===== src/rtl/chtl_pkg.sv =====
package chtl_pkg;

  localparam int TABLE_IDS       = 4;
  localparam int NUM_TABLES      = 2 * TABLE_IDS;
  localparam int TBL_W           = $clog2(NUM_TABLES);
  localparam int MAX_SYMBOLS     = 256;
  localparam int MAX_CODE_LENGTH = 16;
  localparam int LEN_W           = 5;
  localparam int LSEL_W          = $clog2(MAX_CODE_LENGTH);
  localparam int CNT_W           = 8;
  localparam int IDX_W           = $clog2(MAX_SYMBOLS + 1);
  localparam int SADDR_W         = $clog2(MAX_SYMBOLS);
  localparam int CODE_W          = 16;
  localparam int SYM_W           = 8;
  localparam int MODE_W          = 2;
  localparam int STATUS_W        = 2;
  localparam int Q_DEPTH         = 2;
  localparam int Q_PTR_W         = $clog2(Q_DEPTH);

  localparam logic [MODE_W-1:0] MODE_COUNT  = 2'd0;
  localparam logic [MODE_W-1:0] MODE_SYMBOL = 2'd1;
  localparam logic [MODE_W-1:0] MODE_LOOKUP = 2'd2;

  localparam logic [STATUS_W-1:0] STATUS_OK   = 2'd0;
  localparam logic [STATUS_W-1:0] STATUS_MISS = 2'd1;
  localparam logic [STATUS_W-1:0] STATUS_DROP = 2'd2;

  typedef enum logic [1:0] {
    KIND_PASS,
    KIND_COUNT,
    KIND_SYMBOL,
    KIND_LOOKUP
  } kind_e;

  // classified request; status holds the result used for pass-through items
  typedef struct packed {
    kind_e                 kind;
    logic [TBL_W-1:0]      tbl;
    logic [LEN_W-1:0]      len;
    logic                  restart;
    logic [SYM_W-1:0]      value;
    logic [CODE_W-1:0]     code;
    logic [STATUS_W-1:0]   status;
  } item_t;

  function automatic logic [IDX_W-1:0] sat_idx(input logic [IDX_W:0] x);
    logic [IDX_W-1:0] r;
    if (x > (IDX_W+1)'(MAX_SYMBOLS)) begin
      r = IDX_W'(MAX_SYMBOLS);
    end else begin
      r = x[IDX_W-1:0];
    end
    return r;
  endfunction

endpackage


===== src/rtl/chtl_front.sv =====
module chtl_front import chtl_pkg::*; (
  input  logic                start_i,
  input  logic                full_i,
  input  logic [MODE_W-1:0]   mode_i,
  input  logic [1:0]          table_id_i,
  input  logic                table_class_i,
  input  logic [LEN_W-1:0]    code_length_i,
  input  logic [SYM_W-1:0]    value_i,
  input  logic [CODE_W-1:0]   code_i,
  output logic                push_o,
  output item_t               item_o
);

  logic tab_ok;
  logic len_ok;

  assign push_o = start_i & ~full_i;

  always_comb begin
    tab_ok = (32'(table_id_i) < TABLE_IDS);
    len_ok = (code_length_i >= LEN_W'(1)) && (code_length_i <= LEN_W'(MAX_CODE_LENGTH));

    item_o.tbl     = tab_ok ? {table_id_i, table_class_i} : '0;
    item_o.len     = code_length_i;
    item_o.restart = (code_length_i == LEN_W'(1));
    item_o.code    = code_i;
    item_o.value   = value_i;
    item_o.kind    = KIND_PASS;
    item_o.status  = STATUS_OK;

    case (mode_i)
      MODE_COUNT: begin
        if (tab_ok && len_ok) begin
          item_o.kind = KIND_COUNT;
        end
      end
      MODE_SYMBOL: begin
        item_o.status = STATUS_DROP;
        if (tab_ok) begin
          item_o.kind = KIND_SYMBOL;
        end
      end
      MODE_LOOKUP: begin
        item_o.status = STATUS_MISS;
        item_o.value  = '0;
        if (tab_ok && len_ok) begin
          item_o.kind = KIND_LOOKUP;
        end
      end
      default: begin
        item_o.value = '0;
      end
    endcase
  end

endmodule


===== config.mk =====
export PLATFORM = sky130hd
export DESIGN_NAME = chtl_front
export DESIGN_NICKNAME = d
export VERILOG_FILES = /design/src/rtl/chtl_pkg.sv /design/src/rtl/chtl_front.sv
export SDC_FILE = /design/constraint.sdc
export NUM_CORES = 1
export LEC_CHECK = 0
export BUFFER_PORTS_ARGS = -buffer_cell sky130_fd_sc_hd__clkbuf_2
export CAP_MARGIN = 25
export CELL_PAD_IN_SITES_DETAIL_PLACEMENT = 1
export CELL_PAD_IN_SITES_GLOBAL_PLACEMENT = 1
export CORE_MARGIN = 8
export CORE_UTILIZATION = 12
export DETAILED_ROUTE_END_ITERATION = 16
export PLACE_DENSITY = 0.91
export SLEW_MARGIN = 20
export SYNTH_ARGS = -nofsm -noshare
export SYNTH_HDL_FRONTEND = slang
export SYNTH_SLANG_ARGS = --single-unit
export TNS_END_PERCENT = 20

===== constraint.sdc =====
create_clock -name vclk -period 0.8
set_input_delay 0.08 -clock vclk [all_inputs]
set_output_delay 0.08 -clock vclk [all_outputs]
set_load 0.05 [all_outputs]

==> impl_metrics.tcl <==
set metrics [dict create \
    regArea_sq_um 0 \
    critical_path_class "primary input to primary output" \
    area_delta_synth_final_pct 74.1 \
    die_area_sq_mm 0.00446 \
    nets 98 \
    violations "setup timing" \
    drc 0 \
    drv_cap 0 \
    fmax_mhz 882 \
    rows 18 \
    gp_congestion 0.790 \
    grt_first_pass_wirelength_um 1830 \
    grt_overflow 0 \
    yosys.area_share.simple_pct 35.2 \
    post-place-ws_ns -0.404 \
    synth_top_area_cell "buf_4" \
    synth_nets 78 \
    cp_max_fo 2 \
    yosys-top-cells-count "24 x buf_4, 9 x nor2b_1" \
    final_layout_size_suffix_gt1_share_pct 80.0 \
    hp-class "primary input to primary output" \
    n_sequential_cell 0 \
    synthXorXnorAreaFrac_pct 2.83 \
    initial_utilization_pct 12.6 \
    fin_cells 90 \
    ios 74 \
    port_buffers 36 \
    avgRoutedWirePerCell_um 13.5 \
    pwr_density_cell_mw_per_mm2 815 \
    clkbuf_count 0 \
    die_w_um 66.8 \
    yosysWarnings 0 \
    syn_area_sq_um 309 \
    synthMuxAreaShare_pct 0 \
    p_leak_nw 0.273 \
    yosysUniqueCellTypes 11 \
    drt_iter0_markers 4 \
    min_period_ns 1.13 \
    antennaDiodeCount 0 \
    cp_common_cell "buf_8" \
    dpl_cell_area_sq_um 455 \
    ant_nets 0 \
    path_buf_inv 2 \
    postSynthAreaPerCell_sq_um 7.36 \
    track_usage_pct 4.97 \
    vias 318 \
    synth_top_family_by_area "buffers and inverters" \
    end_kind "primary output" \
    tns_ns -0.832 \
    syn_inst 42 \
    start_kind "primary input" \
    slew_headroom_pct 80.8 \
    core_sq_mm 0.00245 \
    synth_seq_area_share_pct 0 \
    yosys-top-cells-area "buf_4 58%, nor2b_1 18%, nor4_4 6.9%" \
    cp.arrival_ns 1.05 \
    yosys.cell_count.top_type "buf_4" \
    drv_slew 0 \
    dpl.cell_count 88 \
    finalSetupViolations 3 \
    crit_family "simple AND/OR/NAND/NOR gates" \
    cpMaxStageDelayCell "nor4_4" \
    die_y_um 66.8 \
    tightest_slew_ns 0.289 \
    viasPerCell 3.53 \
    total_power_mw 0.439 \
    fin_area_sq_um 538 \
    synth_compound_area_share_pct 2.43 \
    crit_chain "buf_8 -> nor4_4 -> xor2_2 -> o21bai_4 -> buf_8" \
    synth_adder_area_share_pct 0 \
    setup_ws_ns -0.334 \
    outcome "finished, violations left" \
    antenna_found_initial 0 \
    synth_top_area_share_pct 58.3 \
    hpwl_um 1080 \
    hold_viol 0 \
    cpPeakStageDelay_ns 0.32 \
    grt_max_degree 10 \
    ir_worst_vdd_mv 0.385 \
    rsz0062_at_grt "yes" \
    dr.pass1.iters 2 \
    drt-total-wl_um 1220 \
    first_global_vias 368 \
    fin_crit_sh_pct 142 \
    cp.required_ns 0.72 \
]
routing by layer:
metal  GRT usage [%]  share of wire [%]  vias to the layer above  routed length (um)
met5               0                  0                        -                   0
met4           0.533                  0                        0                   0
met3            3.36                 19                        0                 233
met2            10.4                 58                       29                 706
met1            3.52                 23                      147                 275
li1                -                  -                      142                   -
placed cells by master, fill, tap and decap left out:
master     n
clkbuf_2  21
nor2b_1    8
clkbuf_4   7
buf_4      5
buf_8      4
buf_12     3
buf_6      2
nor4_1     1
and2_1     1
or2b_1     1
nor4_4     1
xor2_2     1
nor2b_4    1
o21bai_4   1
inv_2      1
nor2_4     1
and2b_1    1
through the flow:
stage / hold WS (ns) / utilization [%]
2_1_floorplan: 0.219 / -
3_3_place_gp: 0.160 / 18.6
3_5_place_dp: 0.160 / 18.6
4_1_cts: 0.160 / 20.7
5_1_grt: 0.160 / 21.9
6_report: 0.160 / 21.9
timing repair:
action,in CTS,in global routing
setup buffers,1,1
hold buffers,0,0
pin swaps,3,5
gates cloned,0,0
resized for setup,13,11
setup endpoints to repair,11,8
kinds of logic (layout without fill, tap and decap cells):
family,Yosys count,after routing
buffers and inverters,25,43
AND/OR/NAND/NOR,15,15
AO/OA/AOI/OAI,1,1
XOR/XNOR,1,1
area by class of cell:
type / instances / area [sq um]
multi-input cells: 17 / 159
well taps: 30 / 37.5
inverters: 1 / 3.75
repair buffers: 42 / 338
fillers: 292 / 1920
where the power goes:
group	switching [mW]	internal, mW
clock network	0	0
registers	0	0
logic	0.269	0.170
path summary, 6_finish.rpt:
check,from,to,slack (ns),cells past startpoint
setup / recovery,code_length_i[2],item_o[36],-0.33,5
hold / removal,code_i[11],item_o[13],0.16,0
(Power assumes the default switching activity.)
