### config.mk
export PLATFORM = sky130hd
export DESIGN_NAME = chtl_queue
export DESIGN_NICKNAME = d
export VERILOG_FILES = /design/src/rtl/chtl_pkg.sv /design/src/rtl/chtl_queue.sv
export SDC_FILE = /design/constraint.sdc
export NUM_CORES = 1
export LEC_CHECK = 0
export ABC_CLOCK_PERIOD_IN_PS = 3300
export BUFFER_PORTS_ARGS = -buffer_cell sky130_fd_sc_hd__buf_2
export CAP_MARGIN = 10
export CELL_PAD_IN_SITES_DETAIL_PLACEMENT = 0
export CELL_PAD_IN_SITES_GLOBAL_PLACEMENT = 2
export CORE_UTILIZATION = 30
export CTS_CLUSTER_SIZE = 30
export DETAILED_ROUTE_END_ITERATION = 12
export MAX_ROUTING_LAYER = met4
export PLACE_DENSITY = 0.66
export SYNTH_ARGS = -nofsm -noshare
export SYNTH_HDL_FRONTEND = slang
export SYNTH_SLANG_ARGS = --single-unit
export TNS_END_PERCENT = 100
### constraint.sdc
create_clock -name clk_i -period 3.3 [get_ports clk_i]
set_clock_uncertainty 0.15 [all_clocks]
set_input_delay 0.33 -clock clk_i [delete_from_list [all_inputs] [get_ports clk_i]]
set_output_delay 0.33 -clock clk_i [all_outputs]
set_load 0.01 [all_outputs]
### src/rtl/chtl_pkg.sv
package chtl_pkg;

  localparam int TABLE_IDS       = 4;
  localparam int NUM_TABLES      = 2 * TABLE_IDS;
  localparam int TBL_W           = $clog2(NUM_TABLES);
  localparam int MAX_SYMBOLS     = 256;
  localparam int MAX_CODE_LENGTH = 16;
  localparam int LEN_W           = 5;
  localparam int LSEL_W          = $clog2(MAX_CODE_LENGTH);
  localparam int CNT_W           = 8;
  localparam int IDX_W           = $clog2(MAX_SYMBOLS + 1);
  localparam int SADDR_W         = $clog2(MAX_SYMBOLS);
  localparam int CODE_W          = 16;
  localparam int SYM_W           = 8;
  localparam int MODE_W          = 2;
  localparam int STATUS_W        = 2;
  localparam int Q_DEPTH         = 2;
  localparam int Q_PTR_W         = $clog2(Q_DEPTH);

  localparam logic [MODE_W-1:0] MODE_COUNT  = 2'd0;
  localparam logic [MODE_W-1:0] MODE_SYMBOL = 2'd1;
  localparam logic [MODE_W-1:0] MODE_LOOKUP = 2'd2;

  localparam logic [STATUS_W-1:0] STATUS_OK   = 2'd0;
  localparam logic [STATUS_W-1:0] STATUS_MISS = 2'd1;
  localparam logic [STATUS_W-1:0] STATUS_DROP = 2'd2;

  typedef enum logic [1:0] {
    KIND_PASS,
    KIND_COUNT,
    KIND_SYMBOL,
    KIND_LOOKUP
  } kind_e;

  // classified request; status holds the result used for pass-through items
  typedef struct packed {
    kind_e                 kind;
    logic [TBL_W-1:0]      tbl;
    logic [LEN_W-1:0]      len;
    logic                  restart;
    logic [SYM_W-1:0]      value;
    logic [CODE_W-1:0]     code;
    logic [STATUS_W-1:0]   status;
  } item_t;

  function automatic logic [IDX_W-1:0] sat_idx(input logic [IDX_W:0] x);
    logic [IDX_W-1:0] r;
    if (x > (IDX_W+1)'(MAX_SYMBOLS)) begin
      r = IDX_W'(MAX_SYMBOLS);
    end else begin
      r = x[IDX_W-1:0];
    end
    return r;
  endfunction

endpackage

### src/rtl/chtl_queue.sv
module chtl_queue import chtl_pkg::*; (
  input  logic  clk_i,
  input  logic  rst_ni,
  input  logic  push_i,
  input  item_t item_i,
  input  logic  pop_i,
  output item_t item_o,
  output logic  empty_o,
  output logic  full_o
);

  item_t                slot_q [Q_DEPTH];
  logic [Q_PTR_W-1:0]   wr_ptr_q;
  logic [Q_PTR_W-1:0]   rd_ptr_q;
  logic [Q_PTR_W:0]     count_q;

  assign empty_o = (count_q == '0);
  assign full_o  = (count_q == (Q_PTR_W+1)'(Q_DEPTH));
  assign item_o  = slot_q[rd_ptr_q];

  always_ff @(posedge clk_i) begin
    if (push_i) begin
      slot_q[wr_ptr_q] <= item_i;
    end
  end

  always_ff @(posedge clk_i or negedge rst_ni) begin
    if (!rst_ni) begin
      wr_ptr_q <= '0;
      rd_ptr_q <= '0;
      count_q  <= '0;
    end else begin
      if (push_i) begin
        wr_ptr_q <= wr_ptr_q + 1'b1;
      end
      if (pop_i) begin
        rd_ptr_q <= rd_ptr_q + 1'b1;
      end
      case ({push_i, pop_i})
        2'b10:   count_q <= count_q + 1'b1;
        2'b01:   count_q <= count_q - 1'b1;
        default: count_q <= count_q;
      endcase
    end
  end

endmodule

==> results.txt <==
----------------------------------------------------
[Outcome]
  Run status ... finished clean

[Synth]
  Simple-gate area share of the yosys netlist ... 0.00810
  Fraction of the yosys area taken by sequential cells ... 0.791
  Multiplexer share of the synthesized area ... 0.167
  Fraction of synthesized cell area taken by the top area cell type ... 0.757
  Area leader, netlist ... sky130_fd_sc_hd__edfxtp_1
  Synthesized-area fraction occupied by adder cells ... 0.00426
  Synthesis Warnings ... 0
  Distinct cells, synth ... 13
  Syn Area/Cell ... 22.4 µm²
  Cell area after synthesis ... 2940 µm²
  Seq cells post-synth ... 78
  Main combinational cell family by area after synthesis ... multiplexers
  Net count of the mapped netlist ... 173
  Post-Synth XOR/XNOR Area ... 0.0149
  Compound-Gate Fraction of Synth Area ... 0
  Syn Inst Count ... 131
  Biggest area contributors in the synthesized netlist ... sky130_fd_sc_hd__edfxtp_1 (76%), sky130_fd_sc_hd__mux2_4 (10%), sky130_fd_sc_hd__mux2_2 (6.5%)

[Worst hold path]
  Min-delay worst type ... input port to register

[Placement]
  Half-perimeter wire length after detailed placement ... 3350 µm
  Gpl congestion ... 0.648
  Port Buffer Count ... 79

[Power]
  Portion of total power attributed to sequential cells ... 0.459
  Clock share of power ... 0.247
  Leakage ... 1.49 nW
  Internal cell power ... 0.00222 W
  Switching power ... 0.000864 W
  Power per unit of standard cell area ... 808 nW/µm²
  Sw frac ... 0.280
  Largest voltage drop on the vdd net ... 0.338 mV
  Relative contribution of combinational cells to total power ... 0.294

[Final layout]
  Final Core Density ... 0.407
  Number of antenna cells inserted ... 0
  Layout cells sized above 1 ... 0.581
  Top library cells by usage in the layout, fill and taps aside ... sky130_fd_sc_hd__buf_2 (79), sky130_fd_sc_hd__edfxtp_1 (74), sky130_fd_sc_hd__mux2_4 (20), sky130_fd_sc_hd__mux2_2 (17), sky130_fd_sc_hd__dlygate4sd3_1 (11)
  Net count, final ... 273
  Filler cells ... 908
  Most frequent standard cell in the layout excluding fill and tap cells ... sky130_fd_sc_hd__buf_2
  Synth-to-layout area growth ... 29.8%

[Floorplan]
  Chip height ... 101 µm
  Initial Util ... 0.313
  Number of placement rows ... 35
  IO Pins ... 80
  Core area ... 9370 µm²
  DIE WIDTH ... 101 µm
  Area enclosed by the die boundary ... 10200 µm²

[Clock network]
  Post_cts resized ... 0
  TritonCTS Buffers ... 9
  Clock latency at the later pin of the worst-skew pair ... 0.34 ns
  Max Root-Sink Buffers ... 2
  Clock-pin slew on the worst setup and hold paths ... 0.08 ns
  Clock tree from TritonCTS ... built
  H-tree levels ... 3
  Clock sink count ... 78
  Root Driver ... sky130_fd_sc_hd__clkbuf_8

[Critical path]
  Required arrival time at the worst endpoint ... 2.82 ns
  Worst-path cell with the longest stage delay ... sky130_fd_sc_hd__dfrtp_2
  Type of the worst setup path ... register to primary output
  Arrival time reported for the critical path endpoint ... 1.78 ns
  Crit start category ... register
  Worst-path cell chain ... buf_4 -> mux2_2 -> buf_2
  Max FO, Critical Path ... 15
  Max stage delay on crit path ... 0.61 ns
  Nature of the critical path endpoint ... primary output

[Detailed routing]
  Via-per-instance ratio ... 4.13
  Via count ... 1506
  Initial DRC count ... 23
  Average wire per cell in the routed design ... 13.8 µm
  Final wirelength ... 5030 µm
  DRT antenna net count ... 0
  Pre-antenna DRT Iters ... 4
  Post-route DRC violation count ... 0

[STA]
  Transition time of the tightest slew-check pin ... 0.926 ns
  Max Clk Rate ... 442 MHz
  Fin crit period ... 2.26 ns
  Final number of setup-violating endpoints ... 0
  Final sum of negative setup slack ... 0 ns
  Number of pins exceeding their max-slew limit in the final report ... 0
  Slew margin rel. ... 0.382
  RSZ-0062 raised after global routing ... no
  Final hold violation count ... 0
  Fraction of the cycle the final worst path needs ... 0.686

[Global routing]
  All-Layer GR Usage ... 0.107
  First-pass GRT wire length ... 7410 µm
  Vias in the first global route ... 1484
  Antenna violations before repair ... 0
  GRT Residual Overflow ... 0
  Maximum number of pins on one net before global-route repair ... 38

[Job]
  Max-Cap Viols ... 0

----------------------------------------------------
==> cells by family (layout without fill, tap and decap cells) <==
logic type    Yosys count  in the layout
buf+inv                 5            110
simple gates            5              5
mux                    37             37
flops                  78             78
xor+xnor                5              5
fa+ha+maj               1              1
==> layout make-up <==
type                            instances  area (µm²)  share of cell area
Clock inverter                          6        86.3              0.0227
Inverter                                1        3.75            0.000985
Sequential cell                        78        2320               0.610
Multi-Input combinational cell         48         581               0.152
Tap cell                              129         161              0.0424
Clock buffer                           10         128              0.0335
Timing Repair Buffer                   93         528               0.139
==> worst max-delay path, delay by kind of cell, from the launching register on <==
kind | cells | cell delay (ns)
flip-flops | 1 | 0.61
multiplexers | 1 | 0.36
buffers and inverters | 2 | 0.47
==> routing by layer <==
metal,global-route usage,routed length (µm)
met5,-,0
met2,0.168,2370
met1,0.118,2200
met3,0.0458,371
met4,0.0468,77
==> power by group through the flow <==
stage / logic, W / clock network [W] / registers (W)
global placement: 0.000914 / 0 / 0.00144
floorplan: 0.000658 / 0 / 0.00139
CTS: 0.000930 / 0.000789 / 0.00142
global route: 0.000982 / 0.000834 / 0.00144
finish: 0.000904 / 0.000761 / 0.00141
detailed placement: 0.000916 / 0 / 0.00144
==> synth_stat cells <==
library cell               instances
sky130_fd_sc_hd__edfxtp_1         74
sky130_fd_sc_hd__mux2_4           20
sky130_fd_sc_hd__mux2_2           17
sky130_fd_sc_hd__dfrtp_1           4
sky130_fd_sc_hd__buf_6             3
sky130_fd_sc_hd__nor2_1            3
sky130_fd_sc_hd__xor2_1            3
sky130_fd_sc_hd__xnor2_1           2
sky130_fd_sc_hd__and2_1            1
sky130_fd_sc_hd__buf_2             1
sky130_fd_sc_hd__ha_1              1
sky130_fd_sc_hd__inv_1             1
sky130_fd_sc_hd__nor2b_1           1
==> sequential cells by signal, indices dropped and copies added, names as in the netlist <==
signal / cells
rd_ptr_q: 1
slot_q: 74
count_q: 2
wr_ptr_q: 1
==> per-stage QoR <==
stage	worst slack, ns	total power (W)	instances	hold WS, ns	instance area [µm²]
4_1_cts	0.973	0.00314	365	0.000409	3810
5_1_grt	0.913	0.00325	365	0.00203	3810
2_1_floorplan	0.752	0.00205	131	-0.116	2940
6_report	1.04	0.00308	365	0.0251	3810
3_3_place_gp	1.38	0.00235	338	-0.00570	3490
3_5_place_dp	1.36	0.00236	338	-0.00233	3490
==> path summary, 6_finish.rpt <==
check / slack (ns) / cells after the start / to / start
min: 0.03 / 1 / slot_q[0][18]$_DFFE_PP_ / item_i[18]
max reg2reg: 1.55 / 1 / slot_q[1][10]$_DFFE_PP_ / wr_ptr_q$_DFFE_PN0P_
min in group asynchronous: 0.17 / 2 / count_q[0]$_DFFE_PN0P_ / rst_ni
min reg2reg: 0.34 / 1 / count_q[1]$_DFFE_PN0P_ / count_q[1]$_DFFE_PN0P_
max: 1.04 / 3 / item_o[35] / rd_ptr_q$_DFFE_PN0P_
max in group asynchronous: 2.69 / 2 / rd_ptr_q$_DFFE_PN0P_ / rst_ni
==> what timing repair did <==
action | in CTS | in global routing
endpoints found under the hold margin | 21 | 0
setup buffers | 0 | 0
hold buffers | 11 | 0
Note: power is estimated with default switching activity, not from simulation.
